## src/sv/mclk_pkg.sv

```systemverilog
// Package for the majority-clocked LFSR keystream block.
// Holds the payload and configuration types, the controller command and state types,
// and the shared constants. It depends on nothing else.
`timescale 1ns / 1ps

package mclk_pkg;

	// Register widths and top bits
	localparam int WIDTH_A = 19;
	localparam int WIDTH_B = 22;
	localparam int WIDTH_C = 23;
	localparam logic [WIDTH_A-1:0] TOP_A = 19'h40000;
	localparam logic [WIDTH_B-1:0] TOP_B = 22'h200000;
	localparam logic [WIDTH_C-1:0] TOP_C = 23'h400000;

	// Step counts
	localparam int KEY_BITS   = 64;
	localparam int FRAME_BITS = 22;
	localparam int MIX_STEPS  = 100;
	localparam int BYTE_STEPS = 8;
	localparam int WORD_STEPS = 32;
	localparam int INJ_W      = KEY_BITS + FRAME_BITS;
	localparam int CNT_W      = 7;

	localparam logic [CNT_W-1:0] LOAD_LAST = CNT_W'(INJ_W - 1);
	localparam logic [CNT_W-1:0] MIX_LAST  = CNT_W'(MIX_STEPS - 1);
	localparam logic [CNT_W-1:0] BYTE_LAST = CNT_W'(BYTE_STEPS - 1);
	localparam logic [CNT_W-1:0] WORD_LAST = CNT_W'(WORD_STEPS - 1);

	// Operation codes
	localparam logic [1:0] OP_INIT = 2'd0;
	localparam logic [1:0] OP_BYTE = 2'd1;
	localparam logic [1:0] OP_WORD = 2'd2;

	// Register indexes
	localparam int ADDR_W = 5;
	localparam logic [2:0] REG_TAP_A = 3'd0;
	localparam logic [2:0] REG_TAP_B = 3'd1;
	localparam logic [2:0] REG_TAP_C = 3'd2;
	localparam logic [2:0] REG_POS_A = 3'd3;
	localparam logic [2:0] REG_POS_B = 3'd4;
	localparam logic [2:0] REG_POS_C = 3'd5;

	typedef struct packed {
		logic [1:0]  operation;
		logic [63:0] session_key;
		logic [21:0] frame_number;
		logic [31:0] data_in;
	} in_item_t;

	typedef struct packed {
		logic [31:0] data_out;
		logic [31:0] keystream;
	} out_item_t;

	typedef struct packed {
		logic [WIDTH_A-1:0] tap_mask_a;
		logic [WIDTH_B-1:0] tap_mask_b;
		logic [WIDTH_C-1:0] tap_mask_c;
		logic [4:0]         clock_pos_a;
		logic [4:0]         clock_pos_b;
		logic [4:0]         clock_pos_c;
	} cfg_t;

	// Controller to datapath commands
	typedef struct packed {
		logic capture;   // take the request payload
		logic clear;     // zero the shift registers
		logic load_step; // plain step with key or frame bit at the top
		logic mix_step;  // majority step, no keystream
		logic gen_step;  // majority step, keystream bit shifted in
		logic word;      // word request: feedback keystream, full data
		logic emit;      // load the result register
	} cmd_t;

	typedef enum logic [2:0] {
		ST_IDLE,
		ST_LOAD,
		ST_MIX,
		ST_GEN,
		ST_EMIT
	} state_t;

endpackage

```

## src/sv/majority_clocked_lfsr_keystream.sv

```systemverilog
// Majority-clocked LFSR keystream generator, top level.
// Init: clears the shift registers, then runs the key/frame load steps and mix steps.
// Byte/word requests run keystream steps, then load the result register; in_ready
// stays low until idle. Registers step once per cycle via shared logic, not in emit.
// A result waiting in the output register does not block the next request.
// Reset (arst_n low, asynchronous) zeroes the shift registers and loads config defaults.
`timescale 1ns / 1ps

module majority_clocked_lfsr_keystream import mclk_pkg::*; (
	input  logic              clk,
	input  logic              arst_n,
	input  logic              in_valid,
	output logic              in_ready,
	input  in_item_t          in_data,
	output logic              out_valid,
	input  logic              out_ready,
	output out_item_t         out_data,
	input  logic              psel,
	input  logic              penable,
	input  logic              pwrite,
	input  logic [ADDR_W-1:0] paddr,
	input  logic [31:0]       pwdata,
	output logic [31:0]       prdata,
	output logic              pready
);

	cfg_t cfg;
	cmd_t cmd;

	// Configuration registers
	mclk_cfg_regs u_cfg (
		.clk     (clk),
		.arst_n  (arst_n),
		.psel    (psel),
		.penable (penable),
		.pwrite  (pwrite),
		.paddr   (paddr),
		.pwdata  (pwdata),
		.prdata  (prdata),
		.pready  (pready),
		.cfg     (cfg)
	);

	// Sequencer
	mclk_ctrl u_ctrl (
		.clk       (clk),
		.arst_n    (arst_n),
		.in_valid  (in_valid),
		.in_op     (in_data.operation),
		.in_ready  (in_ready),
		.out_valid (out_valid),
		.out_ready (out_ready),
		.cmd       (cmd)
	);

	// Registers and keystream logic
	mclk_datapath u_dp (
		.clk      (clk),
		.arst_n   (arst_n),
		.cfg      (cfg),
		.cmd      (cmd),
		.in_data  (in_data),
		.out_data (out_data)
	);

endmodule

```

## src/sv/mclk_cfg_regs.sv

```systemverilog
// APB-style configuration registers for the keystream block.
// Depends on mclk_pkg for the register map and the cfg_t type.
`timescale 1ns / 1ps

module mclk_cfg_regs import mclk_pkg::*; (
	input  logic              clk,
	input  logic              arst_n,
	input  logic              psel,
	input  logic              penable,
	input  logic              pwrite,
	input  logic [ADDR_W-1:0] paddr,
	input  logic [31:0]       pwdata,
	output logic [31:0]       prdata,
	output logic              pready,
	output cfg_t              cfg
);

	cfg_t       cfg_q;
	logic       wr_en;
	logic [2:0] idx;

	assign pready = 1'b1;
	assign wr_en  = psel & penable & pwrite;
	assign idx    = paddr[ADDR_W-1:2];
	assign cfg    = cfg_q;

	// Register writes; unmapped indexes are dropped
	always_ff @(posedge clk or negedge arst_n) begin
		if (!arst_n) begin
			cfg_q.tap_mask_a  <= '0;
			cfg_q.tap_mask_b  <= '0;
			cfg_q.tap_mask_c  <= '0;
			cfg_q.clock_pos_a <= 5'd8;
			cfg_q.clock_pos_b <= 5'd10;
			cfg_q.clock_pos_c <= 5'd10;
		end else if (wr_en) begin
			unique case (idx)
				REG_TAP_A: cfg_q.tap_mask_a  <= pwdata[WIDTH_A-1:0];
				REG_TAP_B: cfg_q.tap_mask_b  <= pwdata[WIDTH_B-1:0];
				REG_TAP_C: cfg_q.tap_mask_c  <= pwdata[WIDTH_C-1:0];
				REG_POS_A: cfg_q.clock_pos_a <= pwdata[4:0];
				REG_POS_B: cfg_q.clock_pos_b <= pwdata[4:0];
				REG_POS_C: cfg_q.clock_pos_c <= pwdata[4:0];
				default: ;
			endcase
		end
	end

	// Read mux
	always_comb begin
		unique case (idx)
			REG_TAP_A: prdata = {{(32-WIDTH_A){1'b0}}, cfg_q.tap_mask_a};
			REG_TAP_B: prdata = {{(32-WIDTH_B){1'b0}}, cfg_q.tap_mask_b};
			REG_TAP_C: prdata = {{(32-WIDTH_C){1'b0}}, cfg_q.tap_mask_c};
			REG_POS_A: prdata = {27'b0, cfg_q.clock_pos_a};
			REG_POS_B: prdata = {27'b0, cfg_q.clock_pos_b};
			REG_POS_C: prdata = {27'b0, cfg_q.clock_pos_c};
			default:   prdata = '0;
		endcase
	end

endmodule

```

## src/sv/mclk_datapath.sv

```systemverilog
// Datapath: the three Galois shift registers, key/frame injection shifter,
// keystream accumulator and result register. Depends on mclk_pkg.
`timescale 1ns / 1ps

module mclk_datapath import mclk_pkg::*; (
	input  logic      clk,
	input  logic      arst_n,
	input  cfg_t      cfg,
	input  cmd_t      cmd,
	input  in_item_t  in_data,
	output out_item_t out_data
);

	logic [WIDTH_A-1:0] sr_a_q, step_a, nxt_a;
	logic [WIDTH_B-1:0] sr_b_q, step_b, nxt_b;
	logic [WIDTH_C-1:0] sr_c_q, step_c, nxt_c;
	logic [31:0]        ext_a, ext_b, ext_c;
	logic [INJ_W-1:0]   inj_q;
	logic [31:0]        data_q;
	logic [31:0]        ks_q;
	out_item_t          res_q;
	logic               ca, cb, cc, maj;
	logic               mv_a, mv_b, mv_c;
	logic               ks_bit;

	// Galois step over the widest register; narrower ones are zero-extended
	function automatic logic [WIDTH_C-1:0] galois(
		input logic [WIDTH_C-1:0] r,
		input logic [WIDTH_C-1:0] m,
		input logic [WIDTH_C-1:0] t
	);
		if (r[0]) begin
			galois = ((r ^ m) >> 1) | t;
		end else begin
			galois = r >> 1;
		end
	endfunction

	assign step_a = WIDTH_A'(galois(WIDTH_C'(sr_a_q), WIDTH_C'(cfg.tap_mask_a), WIDTH_C'(TOP_A)));
	assign step_b = WIDTH_B'(galois(WIDTH_C'(sr_b_q), WIDTH_C'(cfg.tap_mask_b), WIDTH_C'(TOP_B)));
	assign step_c = galois(sr_c_q, cfg.tap_mask_c, TOP_C);

	// Clock bits; positions past the register read as zero
	assign ext_a = {{(32-WIDTH_A){1'b0}}, sr_a_q};
	assign ext_b = {{(32-WIDTH_B){1'b0}}, sr_b_q};
	assign ext_c = {{(32-WIDTH_C){1'b0}}, sr_c_q};
	assign ca  = ext_a[cfg.clock_pos_a];
	assign cb  = ext_b[cfg.clock_pos_b];
	assign cc  = ext_c[cfg.clock_pos_c];
	assign maj = (ca & cb) | (ca & cc) | (cb & cc);
	assign mv_a = (ca == maj);
	assign mv_b = (cb == maj);
	assign mv_c = (cc == maj);

	// Majority-step next values
	assign nxt_a = mv_a ? step_a : sr_a_q;
	assign nxt_b = mv_b ? step_b : sr_b_q;
	assign nxt_c = mv_c ? step_c : sr_c_q;

	// Keystream bit: feedback of moved registers for words, LSB parity for bytes
	always_comb begin
		if (cmd.word) begin
			ks_bit = (mv_a & sr_a_q[0]) ^ (mv_b & sr_b_q[0]) ^ (mv_c & sr_c_q[0]);
		end else begin
			ks_bit = nxt_a[0] ^ nxt_b[0] ^ nxt_c[0];
		end
	end

	// Shift registers
	always_ff @(posedge clk or negedge arst_n) begin
		if (!arst_n) begin
			sr_a_q <= '0;
			sr_b_q <= '0;
			sr_c_q <= '0;
		end else if (cmd.clear) begin
			sr_a_q <= '0;
			sr_b_q <= '0;
			sr_c_q <= '0;
		end else if (cmd.load_step) begin
			sr_a_q <= step_a ^ (inj_q[0] ? TOP_A : '0);
			sr_b_q <= step_b ^ (inj_q[0] ? TOP_B : '0);
			sr_c_q <= step_c ^ (inj_q[0] ? TOP_C : '0);
		end else if (cmd.mix_step || cmd.gen_step) begin
			sr_a_q <= nxt_a;
			sr_b_q <= nxt_b;
			sr_c_q <= nxt_c;
		end
	end

	// Request payload, injection shifter and keystream accumulator
	always_ff @(posedge clk) begin
		if (cmd.capture) begin
			inj_q  <= {in_data.frame_number, in_data.session_key};
			data_q <= in_data.data_in;
			ks_q   <= '0;
		end else begin
			if (cmd.load_step) begin
				inj_q <= inj_q >> 1;
			end
			if (cmd.gen_step) begin
				ks_q <= {ks_q[30:0], ks_bit};
			end
		end
	end

	// Result register
	always_ff @(posedge clk) begin
		if (cmd.emit) begin
			res_q.keystream <= ks_q;
			if (cmd.word) begin
				res_q.data_out <= data_q ^ ks_q;
			end else begin
				res_q.data_out <= {24'b0, data_q[7:0] ^ ks_q[7:0]};
			end
		end
	end

	assign out_data = res_q;

endmodule

```

## src/sv/mclk_ctrl.sv

```systemverilog
// Controller state machine: sequences init, byte and word requests and
// owns the output valid flag. Depends on mclk_pkg.
`timescale 1ns / 1ps

module mclk_ctrl import mclk_pkg::*; (
	input  logic       clk,
	input  logic       arst_n,
	input  logic       in_valid,
	input  logic [1:0] in_op,
	output logic       in_ready,
	output logic       out_valid,
	input  logic       out_ready,
	output cmd_t       cmd
);

	state_t           state_q, state_d;
	logic [CNT_W-1:0] cnt_q, cnt_d;
	logic             word_q, word_d;
	logic             out_valid_q;
	logic             out_free;

	assign out_free  = !out_valid_q || out_ready;
	assign out_valid = out_valid_q;

	// State, counter and valid flag
	always_ff @(posedge clk or negedge arst_n) begin
		if (!arst_n) begin
			state_q     <= ST_IDLE;
			cnt_q       <= '0;
			word_q      <= 1'b0;
			out_valid_q <= 1'b0;
		end else begin
			state_q <= state_d;
			cnt_q   <= cnt_d;
			word_q  <= word_d;
			if (cmd.emit) begin
				out_valid_q <= 1'b1;
			end else if (out_ready) begin
				out_valid_q <= 1'b0;
			end
		end
	end

	// Next state and commands
	always_comb begin
		state_d  = state_q;
		cnt_d    = cnt_q;
		word_d   = word_q;
		in_ready = 1'b0;
		cmd      = '0;
		cmd.word = word_q;
		unique case (state_q)
			ST_IDLE: begin
				in_ready = 1'b1;
				cnt_d    = '0;
				if (in_valid) begin
					cmd.capture = 1'b1;
					case (in_op)
						OP_INIT: begin
							cmd.clear = 1'b1;
							state_d   = ST_LOAD;
						end
						OP_BYTE: begin
							word_d  = 1'b0;
							state_d = ST_GEN;
						end
						OP_WORD: begin
							word_d  = 1'b1;
							state_d = ST_GEN;
						end
						default: ; // unused code: dropped
					endcase
				end
			end
			ST_LOAD: begin
				cmd.load_step = 1'b1;
				if (cnt_q == LOAD_LAST) begin
					cnt_d   = '0;
					state_d = ST_MIX;
				end else begin
					cnt_d = cnt_q + 1'b1;
				end
			end
			ST_MIX: begin
				cmd.mix_step = 1'b1;
				if (cnt_q == MIX_LAST) begin
					state_d = ST_IDLE;
				end else begin
					cnt_d = cnt_q + 1'b1;
				end
			end
			ST_GEN: begin
				cmd.gen_step = 1'b1;
				if (cnt_q == (word_q ? WORD_LAST : BYTE_LAST)) begin
					state_d = ST_EMIT;
				end else begin
					cnt_d = cnt_q + 1'b1;
				end
			end
			ST_EMIT: begin
				if (out_free) begin
					cmd.emit = 1'b1;
					state_d  = ST_IDLE;
				end
			end
			default: state_d = ST_IDLE;
		endcase
	end

	// Counter stays within the phase length
	a_mix_cnt: assert property (@(posedge clk) disable iff (!arst_n)
		(state_q == ST_MIX) |-> (cnt_q <= MIX_LAST))
		else $error("mix counter overrun");

	a_byte_cnt: assert property (@(posedge clk) disable iff (!arst_n)
		(state_q == ST_GEN && !word_q) |-> (cnt_q <= BYTE_LAST))
		else $error("byte counter overrun");

	// A result only appears from the emit state
	a_emit_src: assert property (@(posedge clk) disable iff (!arst_n)
		$rose(out_valid_q) |-> $past(state_q == ST_EMIT))
		else $error("result raised outside emit");

	// A valid request that starts work blocks the next one
	a_busy: assert property (@(posedge clk) disable iff (!arst_n)
		(in_valid && in_ready && (in_op == OP_INIT || in_op == OP_BYTE || in_op == OP_WORD))
		|=> !in_ready)
		else $error("request taken while busy");

endmodule
```

## config.mk

```make
export PLATFORM = sky130hd
export DESIGN_NAME = majority_clocked_lfsr_keystream
export DESIGN_NICKNAME = d
export VERILOG_FILES = /design/src/sv/mclk_pkg.sv /design/src/sv/majority_clocked_lfsr_keystream.sv /design/src/sv/mclk_cfg_regs.sv /design/src/sv/mclk_datapath.sv /design/src/sv/mclk_ctrl.sv
export SDC_FILE = /design/constraint.sdc
export NUM_CORES = 1
export LEC_CHECK = 0
export BUFFER_PORTS_ARGS = -buffer_cell sky130_fd_sc_hd__buf_4
export CORE_MARGIN = 2
export CORE_UTILIZATION = 61
export CTS_BUF_LIST = sky130_fd_sc_hd__clkbuf_2
export DETAILED_ROUTE_END_ITERATION = 10
export PLACE_DENSITY_LB_ADDON = 0.05
export SETUP_SLACK_MARGIN = 0.1
export SLEW_MARGIN = 20
export SYNTH_ARGS = -nofsm -noshare
export SYNTH_HDL_FRONTEND = slang
export SYNTH_SLANG_ARGS = --single-unit
```

## constraint.sdc

```tcl
create_clock -name clk -period 7.2 [get_ports clk]
set_input_delay 1.8 -clock clk [delete_from_list [all_inputs] [get_ports clk]]
set_output_delay 1.8 -clock clk [all_outputs]
set_load 0.005 [all_outputs]
```

==> impl_metrics.py <==
metrics = {
    "clock_network": {
        "postCtsSetupRepairBufs": 0,
        "root_buffer": "clkbuf_2",
        "cts_hold_buf": 0,
        "clk_transition_reported_paths_ns": 0.10,
        "cts.repair.resized": 0,
        "cts_tree": "yes",
        "cts_buffers": 89,
        "cts_buffer_depth": 3,
        "clock_latency_ns": 0.89,
        "cts.sinks": 369,
        "cts_max_level": 3,
    },
    "pwr": {
        "leakage_nw": 8.140,
        "ir_drop_mv": 0.1866,
        "total_power_mw": 6.387,
        "power_density_nw_per_um2": 328.8,
    },
    "synth": {
        "yosys_warnings": 0,
        "synth_cell_type_count": 65,
        "synth_top_flop_cell": "edfxtp_1",
        "netlist_instances": 1346,
        "yosysMostFrequentCell": "nand2_1",
        "ys_seq_area_share_pct": 60.32,
        "netlist_area_um2": 16560,
        "synth_top_area_cell": "edfxtp_1",
        "async_flop_share_pct": 42.01,
        "ys_ff_latch": 369,
        "syn_avg_cell_area_um2": 12.31,
        "synthTopCellsByCount": "212 x nand2_1, 182 x edfxtp_1, 172 x mux2_2",
        "synth_edf_count": 182,
        "synth_top_area_share_pct": 33.00,
        "ys_top_cells_by_area": "edfxtp_1 33%, dfrtp_1 23%, mux2_2 12%",
    },
    "sta": {
        "rsz0062_at_grt": "false",
        "finalCriticalPeriod_ns": 5.340,
        "fin_skew_ns": 0.04924,
        "fmax_ghz": 0.1873,
        "final-hold-violation-count": 0,
        "fin_tns_setup_ns": 0,
        "setup_viol": 0,
        "timing.final.crit_share_pct": 74.16,
        "slew_headroom_pct": 27.72,
        "finalMaxSlewViolations": 0,
        "max_slew.worst_pin.slew_ns": 1.079,
    },
    "cells_and_area": {
        "nets": 1782,
        "drive_gt1_share_pct": 35.41,
        "syn_to_final_growth_pct": 17.29,
    },
    "setup_path": {
        "start_kind": "primary input",
        "end_kind": "primary output",
        "crit_slowest_cell": "nor2_1",
        "crit_top_cell": "buf_4",
        "crit_path_cell_trace": "buf_4 -> inv_1 -> nor2_1 -> a21oi_1 -> o221ai_1 -> buf_4",
        "reg2reg_depth": 9,
        "path_class": "primary input to primary output",
        "crit_path_max_fanout": 29,
        "max_stage_delay_ns": 0.59,
        "required_ns": 5.40,
        "cp.arrival_ns": 3.54,
    },
    "place": {
        "place_hpwl_mm": 23.69,
        "io_buffers": 241,
        "routabilityCongestion": 0.8622,
    },
    "routing": {
        "drc": 0,
        "dr.pass1.iters": 5,
        "drt_iter0_drc": 788,
        "ant_nets": 0,
        "wirelength_mm": 35.93,
        "vias_per_cell": 5.515,
        "wl_per_cell_um": 17.72,
        "vias": 11180,
    },
    "die": {
        "die_w_um": 168.8,
        "placementRows": 60,
        "ios": 263,
        "die-area_um2": 28490,
        "core-area_um2": 26800,
        "start_util_pct": 61.80,
        "die_h_um": 168.8,
    },
    "min_path": {
        "hp-class": "register to register",
        "worstHoldPathCells": 2,
    },
    "global_route": {
        "antenna_found_initial": 1,
        "grt-ovfl-total": 0,
        "grt_pass1_wl_mm": 57.50,
        "grtUsageTotal_pct": 25.41,
        "grt_pass1_vias": 11390,
        "grt_max_degree": 102,
    },
    "flow_run": {
        "cap_violations": 0,
    },
    "outcome": {
        "outcome": "complete, no violations",
    },
}
## metrics by stage
step	cell area, um2	utilization, %	std cells	hold WS (ns)	setup WS [ns]
2_1_floorplan	16590	-	1354	0.4497	2.066
3_5_place_dp	18540	69.18	1862	0.4705	1.897
4_1_cts	19370	72.27	2025	0.4563	1.880
3_3_place_gp	18540	69.18	1862	0.4624	1.911
5_1_grt	19430	72.49	2028	0.4734	1.739
6_report	19430	72.49	2028	0.4541	1.860
## final cells by class
| class | count | area, um2 |
|---|---|---|
| flip-flops and latches | 369 | 9991 |
| fillers | 1970 | 7373 |
| multi-input cells | 886 | 6175 |
| repair buffers | 254 | 1951 |
| clock buffers | 138 | 690.7 |
| well taps | 341 | 426.7 |
| clock inverters | 25 | 138.9 |
| inverters | 14 | 52.55 |
| diodes | 1 | 2.502 |
## flip-flops by register name (all words and copies together) (netlist names)
register	flops
u_dp.inj_q	86
u_dp.data_q	32
u_ctrl.out_valid	1
u_dp.ks_q	32
u_ctrl.state_q	3
u_ctrl.word_q	1
u_ctrl.cnt_q	7
u_dp.sr_c_q	23
u_cfg.cfg	79
u_dp.sr_b_q	22
u_dp.out_data	64
u_dp.sr_a_q	19
## cell families after synthesis
logic type                 share of synthesized area (%)
other                                            0.04534
xor gates and xnor gates                           5.076
adders and majority gates                         0.3022
and+or+nand+nor                                    9.737
DFF                                                60.32
AOI/OAI and AO/OA                                  7.003
buffers and inverters                              2.682
muxes                                              14.84
## cells in the final DEF (no fill, tap or decap), types with 34 or more instances in the layout
master / netlist / final
buf_4: 12 / 251
nand2_1: 212 / 212
edfxtp_1: 182 / 182
mux2_2: 172 / 172
dfrtp_1: 150 / 150
clkbuf_2: 0 / 138
xor2_1: 91 / 91
o21ai_0: 79 / 78
a21oi_1: 58 / 58
nor2_1: 57 / 57
mux2i_1: 34 / 34
## path summary, 6_finish.rpt
| check | from | endpoint | slack, ns |
|---|---|---|---|
| setup / recovery | paddr[2] | prdata[3] | 1.86 |
| hold / removal | u_dp.ks_q[17]$_SDFFE_PP0P_ | u_dp.ks_q[18]$_SDFFE_PP0P_ | 0.45 |
| setup reg to reg | u_cfg.cfg[0]$_DFFE_PN0P_ | u_dp.sr_b_q[0]$_DFFE_PN0P_ | 3.16 |
| hold reg to reg | u_dp.ks_q[17]$_SDFFE_PP0P_ | u_dp.ks_q[18]$_SDFFE_PP0P_ | 0.45 |
| max in group asynchronous | arst_n | u_dp.sr_c_q[0]$_DFFE_PN0P_ | 4.86 |
| min in group asynchronous | arst_n | u_cfg.cfg[27]$_DFFE_PN0P_ | 1.01 |
## power by group
group          total (mW)  switching (mW)  internal (mW)
sequential           3.22           0.438           2.78
combinational        1.80           0.998          0.797
clock                1.37           0.829          0.546
## critical path: cells and delay by family
kind | cells | cell delay (ns)
compound gates | 2 | 0.52
buf+inv | 3 | 0.62
simple gates | 1 | 0.59
## per-layer routing
layer  part of all wire, %  wire [um]  up-vias  global-route usage, %
met3                   6.6       2369       58                  5.775
met4                   2.7        961        0                  10.31
met5                     0          0        -                      0
met2                    48      17360      377                  40.91
met1                    42      15240     5419                  33.75
li1                      -          -     5330                      -
(Power assumes the default switching activity.)
